[config.mk]
export PLATFORM = sky130hd
export DESIGN_NAME = c_subset_lexer_core
export DESIGN_NICKNAME = d
export VERILOG_FILES = /design/src/rtl/clx_pkg.sv /design/src/rtl/c_subset_lexer_core.sv /design/src/rtl/clx_front.sv /design/src/rtl/clx_queue.sv /design/src/rtl/clx_emit.sv
export SDC_FILE = /design/constraint.sdc
export NUM_CORES = 1
export LEC_CHECK = 0
export BUFFER_PORTS_ARGS = -buffer_cell sky130_fd_sc_hd__buf_2
export CORE_MARGIN = 5
export CORE_UTILIZATION = 27
export DETAILED_ROUTE_END_ITERATION = 7
export HOLD_SLACK_MARGIN = 0.02
export PLACE_DENSITY_LB_ADDON = 0.25
export SYNTH_ARGS = -nofsm -noshare
export SYNTH_HDL_FRONTEND = slang
export SYNTH_HIERARCHICAL = 1
export SYNTH_SLANG_ARGS = --single-unit
[constraint.sdc]
create_clock -name i_clk -period 5.3 [get_ports i_clk]
set_input_delay 0.53 -clock i_clk [delete_from_list [all_inputs] [get_ports i_clk]]
set_output_delay 0.53 -clock i_clk [all_outputs]
set_load 0.005 [all_outputs]
[src/rtl/clx_pkg.sv]
// ----------------------------------------------------------------------------
// clx_pkg - shared types and constants of the c subset lexer
// Token kinds, lexer modes, keyword tracking and the token word carried from
// the front end through the queue to the output stage.
// ----------------------------------------------------------------------------
package clx_pkg;

    // longest lexeme counted before the length holds
    localparam int MAX_LEXEME  = 63;
    // width of the byte position counter
    localparam int POS_BITS    = 16;
    // width of the pending length counter
    localparam int LEN_W       = $clog2(MAX_LEXEME + 1);
    // reported token length limit and field widths
    localparam int TOK_LEN_MAX = 63;
    localparam int TOK_LEN_W   = 6;
    localparam int TOK_START_W = 16;
    // queue between front end and output stage
    localparam int Q_DEPTH     = 4;
    localparam int Q_PTR_W     = $clog2(Q_DEPTH);
    localparam int Q_CNT_W     = $clog2(Q_DEPTH + 1);

    typedef enum logic [4:0] {
        K_INT    = 5'd0,
        K_WHILE  = 5'd1,
        K_IDENT  = 5'd2,
        K_NUM    = 5'd3,
        K_ASSIGN = 5'd4,
        K_LE     = 5'd5,
        K_GE     = 5'd6,
        K_EQ     = 5'd7,
        K_NE     = 5'd8,
        K_LT     = 5'd9,
        K_GT     = 5'd10,
        K_PLUS   = 5'd11,
        K_MINUS  = 5'd12,
        K_MUL    = 5'd13,
        K_DIV    = 5'd14,
        K_SEMI   = 5'd15,
        K_LBRACE = 5'd16,
        K_RBRACE = 5'd17,
        K_LPAREN = 5'd18,
        K_RPAREN = 5'd19,
        K_EOF    = 5'd20,
        K_ERROR  = 5'd21
    } t_kind;

    typedef enum logic [2:0] {
        M_IDLE,
        M_IDENT,
        M_NUM,
        M_LT,
        M_GT,
        M_EQ,
        M_BANG
    } t_mode;

    typedef enum logic [1:0] {
        TRK_NONE,
        TRK_INT,
        TRK_WHILE
    } t_track;

    typedef struct packed {
        t_kind                  kind;
        logic [TOK_START_W-1:0] start;
        logic [TOK_LEN_W-1:0]   length;
        logic                   last;
    } t_token;

    // front end to queue: number of words pushed and the words themselves
    typedef struct packed {
        logic [1:0] n;
        t_token     slot0;
        t_token     slot1;
    } t_push;

    // queue head as seen by the output stage
    typedef struct packed {
        logic   valid;
        t_token tok;
    } t_qhead;

    // limit a pending length to the reported field width
    function automatic logic [TOK_LEN_W-1:0] sat_len(input logic [LEN_W-1:0] len);
        logic [TOK_LEN_W-1:0] res;
        begin
            if (32'(len) > 32'(TOK_LEN_MAX)) begin
                res = TOK_LEN_W'(TOK_LEN_MAX);
            end else begin
                res = TOK_LEN_W'(len);
            end
            return res;
        end
    endfunction

endpackage

[src/rtl/c_subset_lexer_core.sv]
// ----------------------------------------------------------------------------
// c_subset_lexer_core - streaming lexer for a small c subset
// Input channel: one source byte per word on i_in_byte with i_in_valid and
// o_in_ready; a zero byte ends the stream with an eof token and restarts the
// position count at zero.
// Output channel: one token per word (kind, start position, length and a
// last-of-byte flag) on o_out_valid and i_out_ready.
// Throughput: one byte per cycle while the queue has room; a byte that closes
// a token and makes one of its own pushes two words, and the output stage
// drains one word a cycle while the receiver is ready, so sustained rate
// follows the token count, one output word per cycle.
// A token reaches the outputs through a queue write, then the output register.
// A four-word queue parts the front end from the output register; the front
// end takes bytes while the queue has room for two words, so a stalled
// receiver stops input once three or four words wait behind the output.
// Reset (synchronous, active low) empties the queue and output and puts the
// lexer back between tokens at position zero.
// ----------------------------------------------------------------------------
module c_subset_lexer_core
    import clx_pkg::*;
(
    input  logic       i_clk,
    input  logic       i_rst_n,
    input  logic       i_in_valid,
    output logic       o_in_ready,
    input  logic [7:0] i_in_byte,
    output logic       o_out_valid,
    input  logic       i_out_ready,
    output logic [4:0] o_token_kind,
    output logic [15:0] o_token_start,
    output logic [5:0] o_token_length,
    output logic       o_last_of_step
);

    t_push  push;
    t_qhead head;
    t_token tok;
    logic   room;
    logic   pop;

    // front end: classify bytes, track pending token
    clx_front u_front (
        .i_clk      (i_clk),
        .i_rst_n    (i_rst_n),
        .i_in_valid (i_in_valid),
        .i_in_byte  (i_in_byte),
        .i_room     (room),
        .o_in_ready (o_in_ready),
        .o_push     (push)
    );

    // token queue
    clx_queue u_queue (
        .i_clk   (i_clk),
        .i_rst_n (i_rst_n),
        .i_push  (push),
        .i_pop   (pop),
        .o_room  (room),
        .o_head  (head)
    );

    // output register
    clx_emit u_emit (
        .i_clk       (i_clk),
        .i_rst_n     (i_rst_n),
        .i_head      (head),
        .i_out_ready (i_out_ready),
        .o_pop       (pop),
        .o_out_valid (o_out_valid),
        .o_tok       (tok)
    );

    assign o_token_kind   = tok.kind;
    assign o_token_start  = tok.start;
    assign o_token_length = tok.length;
    assign o_last_of_step = tok.last;

endmodule

[src/rtl/clx_front.sv]
// ----------------------------------------------------------------------------
// clx_front - lexer front end
// Accepts one source byte per cycle while the queue has room, classifies it,
// advances maximal munch and pushes zero, one or two token words to the queue.
// ----------------------------------------------------------------------------
module clx_front
    import clx_pkg::*;
(
    input  logic       i_clk,
    input  logic       i_rst_n,
    input  logic       i_in_valid,
    input  logic [7:0] i_in_byte,
    input  logic       i_room,
    output logic       o_in_ready,
    output t_push      o_push
);

    // character codes
    localparam logic [7:0] CH_NUL    = 8'h00;
    localparam logic [7:0] CH_SPACE  = 8'h20;
    localparam logic [7:0] CH_TAB    = 8'h09;
    localparam logic [7:0] CH_CR     = 8'h0D;
    localparam logic [7:0] CH_BANG   = 8'h21;
    localparam logic [7:0] CH_LPAREN = 8'h28;
    localparam logic [7:0] CH_RPAREN = 8'h29;
    localparam logic [7:0] CH_STAR   = 8'h2A;
    localparam logic [7:0] CH_PLUS   = 8'h2B;
    localparam logic [7:0] CH_MINUS  = 8'h2D;
    localparam logic [7:0] CH_SLASH  = 8'h2F;
    localparam logic [7:0] CH_0      = 8'h30;
    localparam logic [7:0] CH_9      = 8'h39;
    localparam logic [7:0] CH_SEMI   = 8'h3B;
    localparam logic [7:0] CH_LT     = 8'h3C;
    localparam logic [7:0] CH_EQ     = 8'h3D;
    localparam logic [7:0] CH_GT     = 8'h3E;
    localparam logic [7:0] CH_UA     = 8'h41;
    localparam logic [7:0] CH_UZ     = 8'h5A;
    localparam logic [7:0] CH_UNDER  = 8'h5F;
    localparam logic [7:0] CH_LA     = 8'h61;
    localparam logic [7:0] CH_LZ     = 8'h7A;
    localparam logic [7:0] CH_LBRACE = 8'h7B;
    localparam logic [7:0] CH_RBRACE = 8'h7D;
    localparam logic [7:0] CH_E      = 8'h65;
    localparam logic [7:0] CH_H      = 8'h68;
    localparam logic [7:0] CH_I      = 8'h69;
    localparam logic [7:0] CH_L      = 8'h6C;
    localparam logic [7:0] CH_N      = 8'h6E;
    localparam logic [7:0] CH_T      = 8'h74;
    localparam logic [7:0] CH_W      = 8'h77;

    localparam logic [POS_BITS-1:0] POS_MAX = '1;

    // does byte c keep the keyword prefix alive at index idx
    function automatic logic kw_match(input t_track trk, input logic [LEN_W-1:0] idx,
                                      input logic [7:0] c);
        logic hit;
        begin
            hit = 1'b0;
            case (trk)
                TRK_INT: begin
                    if (idx == LEN_W'(0)) hit = (c == CH_I);
                    else if (idx == LEN_W'(1)) hit = (c == CH_N);
                    else if (idx == LEN_W'(2)) hit = (c == CH_T);
                end
                TRK_WHILE: begin
                    if (idx == LEN_W'(0)) hit = (c == CH_W);
                    else if (idx == LEN_W'(1)) hit = (c == CH_H);
                    else if (idx == LEN_W'(2)) hit = (c == CH_I);
                    else if (idx == LEN_W'(3)) hit = (c == CH_L);
                    else if (idx == LEN_W'(4)) hit = (c == CH_E);
                end
                default: hit = 1'b0;
            endcase
            return hit;
        end
    endfunction

    t_mode               r_mode, n_mode;
    t_track              r_track, n_track;
    logic [POS_BITS-1:0] r_pstart, n_pstart;
    logic [LEN_W-1:0]    r_plen, n_plen;
    logic [POS_BITS-1:0] r_pos, n_pos;

    logic   accept;
    logic   is_alpha, is_digit, is_space, is_id;
    logic   handled, ended;
    logic   t0_v, t1_v;
    t_token t0, t1;

    assign o_in_ready = i_room;
    assign accept     = i_in_valid & i_room;

    // byte classes
    always_comb begin
        is_alpha = ((i_in_byte >= CH_LA) && (i_in_byte <= CH_LZ)) ||
                   ((i_in_byte >= CH_UA) && (i_in_byte <= CH_UZ));
        is_digit = (i_in_byte >= CH_0) && (i_in_byte <= CH_9);
        is_space = (i_in_byte == CH_SPACE) ||
                   ((i_in_byte >= CH_TAB) && (i_in_byte <= CH_CR));
        is_id    = is_alpha | is_digit | (i_in_byte == CH_UNDER);
    end

    // lexer step: close the pending token, then handle the byte from idle
    always_comb begin
        n_mode   = r_mode;
        n_track  = r_track;
        n_pstart = r_pstart;
        n_plen   = r_plen;
        handled  = 1'b0;
        ended    = 1'b0;
        t0_v     = 1'b0;
        t1_v     = 1'b0;
        t0       = '{kind: K_ERROR, start: TOK_START_W'(r_pstart), length: '0, last: 1'b0};
        t1       = '{kind: K_ERROR, start: TOK_START_W'(r_pos), length: '0, last: 1'b1};

        unique case (r_mode)
            M_IDENT: begin
                if (is_id) begin
                    handled = 1'b1;
                    if (!kw_match(r_track, r_plen, i_in_byte)) n_track = TRK_NONE;
                    if (r_plen < LEN_W'(MAX_LEXEME)) n_plen = r_plen + LEN_W'(1);
                end else begin
                    t0_v      = 1'b1;
                    t0.length = sat_len(r_plen);
                    if (r_track == TRK_INT && r_plen == LEN_W'(3)) t0.kind = K_INT;
                    else if (r_track == TRK_WHILE && r_plen == LEN_W'(5)) t0.kind = K_WHILE;
                    else t0.kind = K_IDENT;
                end
            end
            M_NUM: begin
                if (is_digit) begin
                    handled = 1'b1;
                    if (r_plen < LEN_W'(MAX_LEXEME)) n_plen = r_plen + LEN_W'(1);
                end else begin
                    t0_v      = 1'b1;
                    t0.kind   = K_NUM;
                    t0.length = sat_len(r_plen);
                end
            end
            M_LT, M_GT, M_EQ, M_BANG: begin
                t0_v = 1'b1;
                if (i_in_byte == CH_EQ) begin
                    handled   = 1'b1;
                    t0.length = TOK_LEN_W'(2);
                    unique case (r_mode)
                        M_LT:    t0.kind = K_LE;
                        M_GT:    t0.kind = K_GE;
                        M_EQ:    t0.kind = K_EQ;
                        default: t0.kind = K_NE;
                    endcase
                end else begin
                    t0.length = TOK_LEN_W'(1);
                    unique case (r_mode)
                        M_LT:    t0.kind = K_LT;
                        M_GT:    t0.kind = K_GT;
                        M_EQ:    t0.kind = K_ASSIGN;
                        default: t0.kind = K_ERROR;
                    endcase
                end
                n_mode  = M_IDLE;
                n_track = TRK_NONE;
                n_plen  = '0;
            end
            default: begin
            end
        endcase

        // byte not absorbed by the pending token
        if (!handled) begin
            n_mode  = M_IDLE;
            n_track = TRK_NONE;
            n_plen  = '0;
            if (i_in_byte == CH_NUL) begin
                t1_v    = 1'b1;
                t1.kind = K_EOF;
                ended   = 1'b1;
            end else if (is_space) begin
                t1_v = 1'b0;
            end else if (is_alpha || i_in_byte == CH_UNDER) begin
                n_mode   = M_IDENT;
                n_pstart = r_pos;
                n_plen   = LEN_W'(1);
                if (i_in_byte == CH_I) n_track = TRK_INT;
                else if (i_in_byte == CH_W) n_track = TRK_WHILE;
            end else if (is_digit) begin
                n_mode   = M_NUM;
                n_pstart = r_pos;
                n_plen   = LEN_W'(1);
            end else begin
                unique case (i_in_byte)
                    CH_LT, CH_GT, CH_EQ, CH_BANG: begin
                        n_pstart = r_pos;
                        n_plen   = LEN_W'(1);
                        unique case (i_in_byte)
                            CH_LT:   n_mode = M_LT;
                            CH_GT:   n_mode = M_GT;
                            CH_EQ:   n_mode = M_EQ;
                            default: n_mode = M_BANG;
                        endcase
                    end
                    default: begin
                        t1_v      = 1'b1;
                        t1.length = TOK_LEN_W'(1);
                        unique case (i_in_byte)
                            CH_PLUS:   t1.kind = K_PLUS;
                            CH_MINUS:  t1.kind = K_MINUS;
                            CH_STAR:   t1.kind = K_MUL;
                            CH_SLASH:  t1.kind = K_DIV;
                            CH_SEMI:   t1.kind = K_SEMI;
                            CH_LBRACE: t1.kind = K_LBRACE;
                            CH_RBRACE: t1.kind = K_RBRACE;
                            CH_LPAREN: t1.kind = K_LPAREN;
                            CH_RPAREN: t1.kind = K_RPAREN;
                            default:   t1.kind = K_ERROR;
                        endcase
                    end
                endcase
            end
        end

        // position and end-of-stream clear
        if (ended) begin
            n_mode   = M_IDLE;
            n_track  = TRK_NONE;
            n_pstart = '0;
            n_plen   = '0;
            n_pos    = '0;
        end else if (r_pos != POS_MAX) begin
            n_pos = r_pos + POS_BITS'(1);
        end else begin
            n_pos = r_pos;
        end
    end

    // pack up to two words, last flag on the final one
    always_comb begin
        o_push.slot1 = t1;
        if (t0_v && t1_v) begin
            o_push.n     = 2'd2;
            o_push.slot0 = t0;
        end else if (t0_v) begin
            o_push.n          = 2'd1;
            o_push.slot0      = t0;
            o_push.slot0.last = 1'b1;
        end else begin
            o_push.n     = t1_v ? 2'd1 : 2'd0;
            o_push.slot0 = t1;
        end
        if (!accept) o_push.n = 2'd0;
    end

    // lexer state registers
    always_ff @(posedge i_clk) begin
        if (!i_rst_n) begin
            r_mode   <= M_IDLE;
            r_track  <= TRK_NONE;
            r_pstart <= '0;
            r_plen   <= '0;
            r_pos    <= '0;
        end else if (accept) begin
            r_mode   <= n_mode;
            r_track  <= n_track;
            r_pstart <= n_pstart;
            r_plen   <= n_plen;
            r_pos    <= n_pos;
        end
    end

endmodule

[src/rtl/clx_queue.sv]
// ----------------------------------------------------------------------------
// clx_queue - token queue between front end and output stage
// Takes up to two words per cycle, gives one per cycle when popped, and
// signals room for a full two-word push so the front end can run on its own.
// ----------------------------------------------------------------------------
module clx_queue
    import clx_pkg::*;
(
    input  logic   i_clk,
    input  logic   i_rst_n,
    input  t_push  i_push,
    input  logic   i_pop,
    output logic   o_room,
    output t_qhead o_head
);

    t_token             r_mem [Q_DEPTH];
    logic [Q_PTR_W-1:0] r_wr, n_wr;
    logic [Q_PTR_W-1:0] r_rd, n_rd;
    logic [Q_CNT_W-1:0] r_count, n_count;
    logic [Q_PTR_W-1:0] wr_next;

    assign wr_next     = r_wr + Q_PTR_W'(1);
    assign o_room      = (r_count <= Q_CNT_W'(Q_DEPTH - 2));
    assign o_head.valid = (r_count != '0);
    assign o_head.tok  = r_mem[r_rd];

    // pointer and fill arithmetic
    always_comb begin
        n_wr    = r_wr + Q_PTR_W'(i_push.n);
        n_rd    = i_pop ? r_rd + Q_PTR_W'(1) : r_rd;
        n_count = r_count + Q_CNT_W'(i_push.n) - Q_CNT_W'(i_pop);
    end

    // storage writes
    always_ff @(posedge i_clk) begin
        if (i_push.n != 2'd0) r_mem[r_wr] <= i_push.slot0;
        if (i_push.n == 2'd2) r_mem[wr_next] <= i_push.slot1;
    end

    // control registers
    always_ff @(posedge i_clk) begin
        if (!i_rst_n) begin
            r_wr    <= '0;
            r_rd    <= '0;
            r_count <= '0;
        end else begin
            r_wr    <= n_wr;
            r_rd    <= n_rd;
            r_count <= n_count;
        end
    end

    // a push never overruns the free space
    a_no_overflow: assert property (@(posedge i_clk) disable iff (!i_rst_n)
        (32'(r_count) + 32'(i_push.n)) <= (Q_DEPTH + 32'(i_pop)))
        else $error("queue overflow");

    // a pop only from a non-empty queue
    a_no_underflow: assert property (@(posedge i_clk) disable iff (!i_rst_n)
        i_pop |-> (r_count != '0))
        else $error("queue underflow");

    // fill count follows the pointers
    a_count_ptrs: assert property (@(posedge i_clk) disable iff (!i_rst_n)
        (r_count != Q_CNT_W'(Q_DEPTH)) |-> (Q_PTR_W'(r_count) == Q_PTR_W'(r_wr - r_rd)))
        else $error("queue count and pointers disagree");

endmodule

[src/rtl/clx_emit.sv]
// ----------------------------------------------------------------------------
// clx_emit - output stage
// Holds one token word in the output register and refills it from the queue
// head, if it holds a word, whenever the register is empty or being taken.
// ----------------------------------------------------------------------------
module clx_emit
    import clx_pkg::*;
(
    input  logic   i_clk,
    input  logic   i_rst_n,
    input  t_qhead i_head,
    input  logic   i_out_ready,
    output logic   o_pop,
    output logic   o_out_valid,
    output t_token o_tok
);

    logic   r_valid;
    t_token r_tok;

    assign o_pop       = i_head.valid & (~r_valid | i_out_ready);
    assign o_out_valid = r_valid;
    assign o_tok       = r_tok;

    // output valid
    always_ff @(posedge i_clk) begin
        if (!i_rst_n) begin
            r_valid <= 1'b0;
        end else if (o_pop) begin
            r_valid <= 1'b1;
        end else if (i_out_ready) begin
            r_valid <= 1'b0;
        end
    end

    // output word
    always_ff @(posedge i_clk) begin
        if (o_pop) r_tok <= i_head.tok;
    end

endmodule

==> impl_metrics.env, run 1 <==
export IMPL_grt_antenna_before_repair=0
export IMPL_maxSlewHeadroom_pct=27.2
export IMPL_routed_wl_um=24800
export IMPL_crit_path_max_fanout=22
export IMPL_synth_edf_count=140
export IMPL_die_x_um=205
export IMPL_cts_resized=0
export IMPL_area_growth_pct=12.0
export IMPL_p_int_mw=2.99
export IMPL_grt_pass1_wl_um=38600
export IMPL_drt_iter0_drc=342
export IMPL_vias=6300
export IMPL_p_leak_nw=4.07
export IMPL_drc=0
export IMPL_criticalPathCategory="primary input to register"
export IMPL_die_area_um2=42000
export IMPL_via_per_inst=4.72
export IMPL_seq_power_share_pct=47.7
export IMPL_crit_path_end_kind="register"
export IMPL_track_usage_pct=11.9
export IMPL_coreArea_um2=37600
export IMPL_ys_flop_type="edfxtp_1"
export IMPL_tightest_slew_ns=1.08
export IMPL_peakVddDrop_mv=0.171
export IMPL_numCtsBuffers=17
export IMPL_power_density_nw_per_um2=359
export IMPL_post_route_util_pct=30.6
export IMPL_syn_area_per_cell_um2=13.0
export IMPL_fin_setup_tns_ns=0
export IMPL_ys_async_sr_fraction_pct=0
export IMPL_crit_required_ns=5.47
export IMPL_start_util_pct=27.3
export IMPL_rrSetupSlack_ns=1.77
export IMPL_period_needed_ns=3.79
export IMPL_final_common_cell="edfxtp_1"
export IMPL_clockRootBuffer="clkbuf_16"
export IMPL_dp_hpwl_um=15600
export IMPL_clk_latency_ns=0.44
export IMPL_final_cell_mix="edfxtp_1, mux2_1, nand2_1"
export IMPL_power_share_clock_pct=30.5
export IMPL_p_sw_share_pct=27.7
export IMPL_grt_max_degree=38
export IMPL_p_comb_share_pct=21.8
export IMPL_dr_pass1_iters=5
export IMPL_num_rows=71
export IMPL_outcome="finished, final reports clean"
export IMPL_ys_seq_area_share_pct=51.3
export IMPL_setup_violations=0
export IMPL_ant_nets=0
export IMPL_rsz0062_at_grt="false"
export IMPL_holdWs_ns=0.449
export IMPL_ys_seq_elements=193
export IMPL_period_share_pct=71.5
export IMPL_h_tree_depth=4
export IMPL_seq_area_um2=5270
export IMPL_finalHoldViolCount=0
export IMPL_drive_gt1_share_pct=22.0
export IMPL_cts_path_max_buffers=2
export IMPL_maxCapViolCount=0
export IMPL_dpl_worst_slack_ns=1.10
export IMPL_postCtsSetupRepairBufs=0
export IMPL_maxSlewViolCount=0
export IMPL_cts_sinks=193
export IMPL_io_buffers=41
export IMPL_yosysWarnings=6
export IMPL_multiInputGateArea_um2=4630
export IMPL_critPathArrivalTime_ns=3.96
export IMPL_synth_cell_types=85
export IMPL_total_power_mw=4.13
export IMPL_nets=835
export IMPL_start_kind="primary input"
export IMPL_overflow=0
export IMPL_path_clk_slew_ns=0.06
export IMPL_grt_pass1_vias=6362
export IMPL_wl_per_cell_um=18.6
export IMPL_hp_class="primary input to register"
export IMPL_fmax_mhz=264
export IMPL_p_sw_mw=1.14
export IMPL_finalWeightedCongestion=0.789
export IMPL_synth_cells=789
export IMPL_fillers=3808
export IMPL_hold_buffers=0
export IMPL_die_h_um=205
export IMPL_syn_area_um2=10300
export IMPL_tritoncts="built"
export IMPL_num_io_pins=42
export IMPL_timing_final_ws_setup_ns=1.51
export IMPL_skew_ns=0.0200
[stage by stage]
| step | cell area, um^2 | std cells |
|---|---|---|
| 5_1_grt | 11500 | 1334 |
| 3_3_place_gp | 10900 | 1302 |
| 2_1_floorplan | 10300 | 793 |
| 6_report | 11500 | 1335 |
| 4_1_cts | 11500 | 1334 |
| 3_5_place_dp | 10900 | 1302 |
[cell families after synthesis]
logic type,synth area share (%)
other cells,0.0731
buf+inv,4.06
mux,22.9
compound gates,6.64
flops,51.3
simple gates,11.4
fa+ha+maj,1.66
xor+xnor,1.99
[cells in the mapped netlist (all sizes together) (3+ instances only)]
master  instances  share of area (%)
edfxtp        140                 41
and3            8               0.49
nand4           7               0.43
or2             5               0.33
a211oi          3               0.22
mux4           28                6.1
nor3           15               0.73
inv            21               0.77
o22ai           7               0.43
nand2          61                2.2
and2           13               0.79
ha             12                1.5
mux2          127                 15
xnor2           8               0.68
a21oi          15               0.77
xor2           10               0.85
a311oi          3               0.26
nand2b         11               0.67
clkbuf         20               0.73
o21bai          3               0.22
mux2i          18                1.8
o21a            5               0.37
and4bb          3               0.37
nor2           42                1.6
nor2b          11               0.74
dfxtp          53                 10
a21o            4               0.29
a31oi           5               0.30
nor4b           4               0.52
o21ai          19                1.2
nand3          17               0.83
or3             5               0.30
buf            36                2.6
[state kept, by name (all words and copies together), names as in the netlist, named ones only]
register	cells
u_front/r_pos	16
u_queue/r_rd	2
u_queue/r_count	3
u_front/r_plen	6
u_emit/o_tok	28
u_queue/r_mem	112
u_front/r_pstart	16
u_front/r_mode	3
u_emit/o_out_valid	1
u_queue/r_wr	2
u_front/r_track	2
[final cells by class]
type | instances | area share, %
well taps | 511 | 5.56
multi-input cells | 523 | 40.3
diodes | 1 | 0.0218
flip-flops and latches | 193 | 45.8
clock buffers | 24 | 4.21
repair buffers | 54 | 2.85
clock inverters | 8 | 0.653
inverters | 21 | 0.685
[critical path, cell delays in order]
cell	delay [ns]
buf_2	0.21
or4_4	0.58
o21ai_4	0.21
o21ai_2	0.17
a211o_1	0.28
inv_1	0.07
ha_1	0.21
inv_1	0.12
nor2_1	0.13
buf_4	0.18
nand4b_1	0.53
buf_12	0.40
mux2_1	0.33
[power groups by stage]
stage / combinational (mW) / clock (mW) / sequential, mW
2_1_floorplan: 0.585 / 0 / 2.01
3_3_place_gp: 0.923 / 0 / 2.01
3_5_place_dp: 0.929 / 0 / 2.01
4_1_cts: 0.934 / 1.29 / 1.97
5_1_grt: 0.987 / 1.36 / 1.99
6_report: 0.899 / 1.26 / 1.97
[metal layers]
metal  up-vias  routed length [um]  global-route usage, %  part of all wire [%]
met4         0                 295                   2.99                   1.2
li1       3008                   -                      -                     -
met5         -                   0                      0                     0
met1      3190               11700                   15.9                    47
met2        81               12200                   20.2                    49
met3        21                 625                   2.07                   2.5
[worst paths after layout]
path | start | to | depth (start not counted)
min reg2reg | u_front/r_pstart[14] | u_front/r_pstart[14] | 2
max | i_in_byte[1] | u_queue/r_mem[0][13] | 13
min | i_out_ready | u_emit/o_out_valid | 3
max reg2reg | u_front/r_mode[1] | u_queue/r_mem[0][13] | 10
Power figures use the tool's default switching activity.
==> run 2: changes to the inputs <==
==> constraint.sdc (replaced) <==
create_clock -name i_clk -period 3.2 [get_ports i_clk]
set_input_delay 0.32 -clock i_clk [delete_from_list [all_inputs] [get_ports i_clk]]
set_output_delay 0.32 -clock i_clk [all_outputs]
set_load 0.005 [all_outputs]
==> run 2 against run 1 <==
Global-route usage up 0.18 points. Clock-buffer cell count down 7. Combinational power up 80%. Cell area up 4.7%. Setup slack worse by 1.1 ns. Clock skew down 0.0082 ns. Register-to-register slack worse by 1.3 ns. Via count up 1.2%. Power up 71%. Sequential cell count unchanged. Critical endpoint is now u_queue/r_mem[2][8].
==> impl_metrics.env, run 2 (synthesis gave the netlist of run 1 again) <==
export IMPL_worstPathCellList="buf_2 -> or4_4 -> o21ai_4 -> o21ai_4 -> a211o_1 -> inv_1 -> ha_4 -> and3_4 -> and4bb_2 -> buf_12 -> mux2_1"
export IMPL_numCtsBuffers=17
export IMPL_cts_resized=0
export IMPL_period_share_pct=86.9
export IMPL_final_cell_mix="edfxtp_1, mux2_1, nand2_1"
export IMPL_critPathArrivalTime_ns=2.96
export IMPL_dpl_instance_area_um2=11500
export IMPL_die_x_um=205
export IMPL_holdWs_ns=0.179
export IMPL_tightest_slew_ns=0.876
export IMPL_overflow=0
export IMPL_finalHoldViolCount=0
export IMPL_nets=884
export IMPL_cts_path_max_buffers=2
export IMPL_die_h_um=205
export IMPL_coreArea_um2=37600
export IMPL_path_clk_slew_ns=0.08
export IMPL_criticalPathCategory="primary input to register"
export IMPL_min_path_cells=2
export IMPL_dr_pass1_iters=4
export IMPL_crit_path_max_fanout=19
export IMPL_start_kind="primary input"
export IMPL_clk_latency_ns=0.44
export IMPL_clockRootBuffer="clkbuf_16"
export IMPL_maxSlewViolCount=0
export IMPL_vias=6378
export IMPL_power_share_clock_pct=30.9
export IMPL_p_sw_mw=1.95
export IMPL_io_buffers=41
export IMPL_grt_max_degree=36
export IMPL_crit_path_end_kind="register"
export IMPL_finalWeightedCongestion=0.788
export IMPL_grt_antenna_before_repair=1
export IMPL_h_tree_depth=4
export IMPL_maxSlewHeadroom_pct=41.4
export IMPL_min_to="u_emit/o_out_valid"
export IMPL_seq_power_share_pct=46.2
export IMPL_num_io_pins=42
export IMPL_grt_pass1_wl_um=39400
export IMPL_via_per_inst=4.62
export IMPL_hold_buffers=0
export IMPL_r2r_end="u_queue/r_mem[2][8]"
export IMPL_cts_sinks=193
export IMPL_p_int_mw=5.10
export IMPL_routed_wl_um=24900
export IMPL_ant_nets=0
export IMPL_post_route_util_pct=32.1
export IMPL_drive_gt1_share_pct=27.0
export IMPL_period_needed_ns=2.78
export IMPL_dpl_worst_slack_ns=-0.0177
export IMPL_drt_iter0_drc=315
export IMPL_drc=0
export IMPL_track_usage_pct=12.1
export IMPL_p_comb_share_pct=22.9
export IMPL_setup_violations=0
export IMPL_grt_pass1_vias=6661
export IMPL_largest_reg_flops=112
export IMPL_hp_class="primary input to register"
export IMPL_cpMostUsedCell="o21ai_4"
export IMPL_die_area_um2=42000
export IMPL_largest_register="u_queue/r_mem"
export IMPL_crit_required_ns=3.38
export IMPL_maxCapViolCount=0
export IMPL_regToRegStartpoint="u_front/r_mode[0]"
export IMPL_rrSetupSlack_ns=0.50
export IMPL_wl_per_cell_um=18.0
export IMPL_num_rows=71
export IMPL_max_stage_delay_ns=0.54
export IMPL_peakVddDrop_mv=0.261
export IMPL_design_area_um2=12000
export IMPL_slowest_stage="or4_4"
export IMPL_min_from="i_rst_n"
export IMPL_reg2regPathDepth=8
export IMPL_tritoncts="built"
export IMPL_timing_final_ws_setup_ns=0.420
export IMPL_dp_hpwl_um=16500
export IMPL_p_leak_nw=4.33
export IMPL_p_sw_share_pct=27.7
export IMPL_outcome="finished, final reports clean"
export IMPL_area_growth_pct=17.3
export IMPL_final_common_cell="edfxtp_1"
export IMPL_fmax_mhz=360
export IMPL_diodes=0
export IMPL_postCtsSetupRepairBufs=0
export IMPL_skew_ns=0.0118
export IMPL_start_util_pct=27.3
export IMPL_rsz0062_at_grt="false"
export IMPL_power_density_nw_per_um2=586
run 2: cell count changes in the layout (fill, tap and decap cells not counted), moves of 2 or more:
cell and delta:
clkbuf_1 -4, inv_4 -5, o21ai_2 -2, o21ai_4 +2
buf_12 +8, clkinvlp_4 +4, buf_4 +41, bufinv_16 +2
run 2: per-layer routing:
| metal | track usage, % | vias to the layer above | share of wire (%) |
|---|---|---|---|
| met5 | 0 | - | 0.028 |
| met4 | 3.56 | 2 | 1.4 |
| met3 | 2.15 | 24 | 3.1 |
| met2 | 20.0 | 86 | 48 |
| met1 | 16.3 | 3164 | 47 |
| li1 | - | 3102 | - |
run 2: worst max path at each step:
stage,slack (ns),start,endpoint,depth (start not counted)
3_3_place_gp,-0.02,i_in_byte[0],u_queue/r_mem[2][14],11
6_report,0.42,i_in_byte[0],u_queue/r_mem[2][8],11
2_1_floorplan,-0.05,i_in_byte[0],u_queue/r_mem[1][0],11
5_1_grt,0.28,i_in_byte[0],u_queue/r_mem[1][12],13
3_5_place_dp,-0.02,i_in_byte[0],u_queue/r_mem[1][14],13
4_1_cts,0.43,i_in_byte[0],u_queue/r_mem[1][12],13
run 2: worst max-delay path: cells and delay by family:
family | cells | cell delay (ns)
AND/OR/NAND/NOR | 3 | 1.09
AO/OA/AOI/OAI | 3 | 0.58
buffers and inverters | 3 | 0.40
multiplexers | 1 | 0.35
adder cells (fa/ha/maj) | 1 | 0.20
run 2: metrics by stage:
step | total power, mW | TNS (ns) | instances
after floorplan | 4.31 | -3.08 | 793
after global placement | 4.97 | -0.393 | 1351
after detailed placement | 4.99 | -0.389 | 1351
after CTS | 7.20 | 0 | 1382
after global routing | 7.44 | 0 | 1382
final | 7.06 | 0 | 1382
run 2: power by group through the flow:
stage | combinational [mW] | sequential, mW | clock (mW)
6_report | 1.62 | 3.26 | 2.18
5_1_grt | 1.78 | 3.30 | 2.36
4_1_cts | 1.67 | 3.27 | 2.26
3_5_place_dp | 1.67 | 3.32 | 0
3_3_place_gp | 1.66 | 3.32 | 0
2_1_floorplan | 0.993 | 3.32 | 0
run 2: cell type report:
class                      count  area [um^2]
clock buffer                  17          425
clock inverter                14          165
fill                        3743        25500
inverter                      21         78.8
multi-input combinational    523         4680
sequential                   193         5270
tap                          511          639
timing repair buffer         103          796
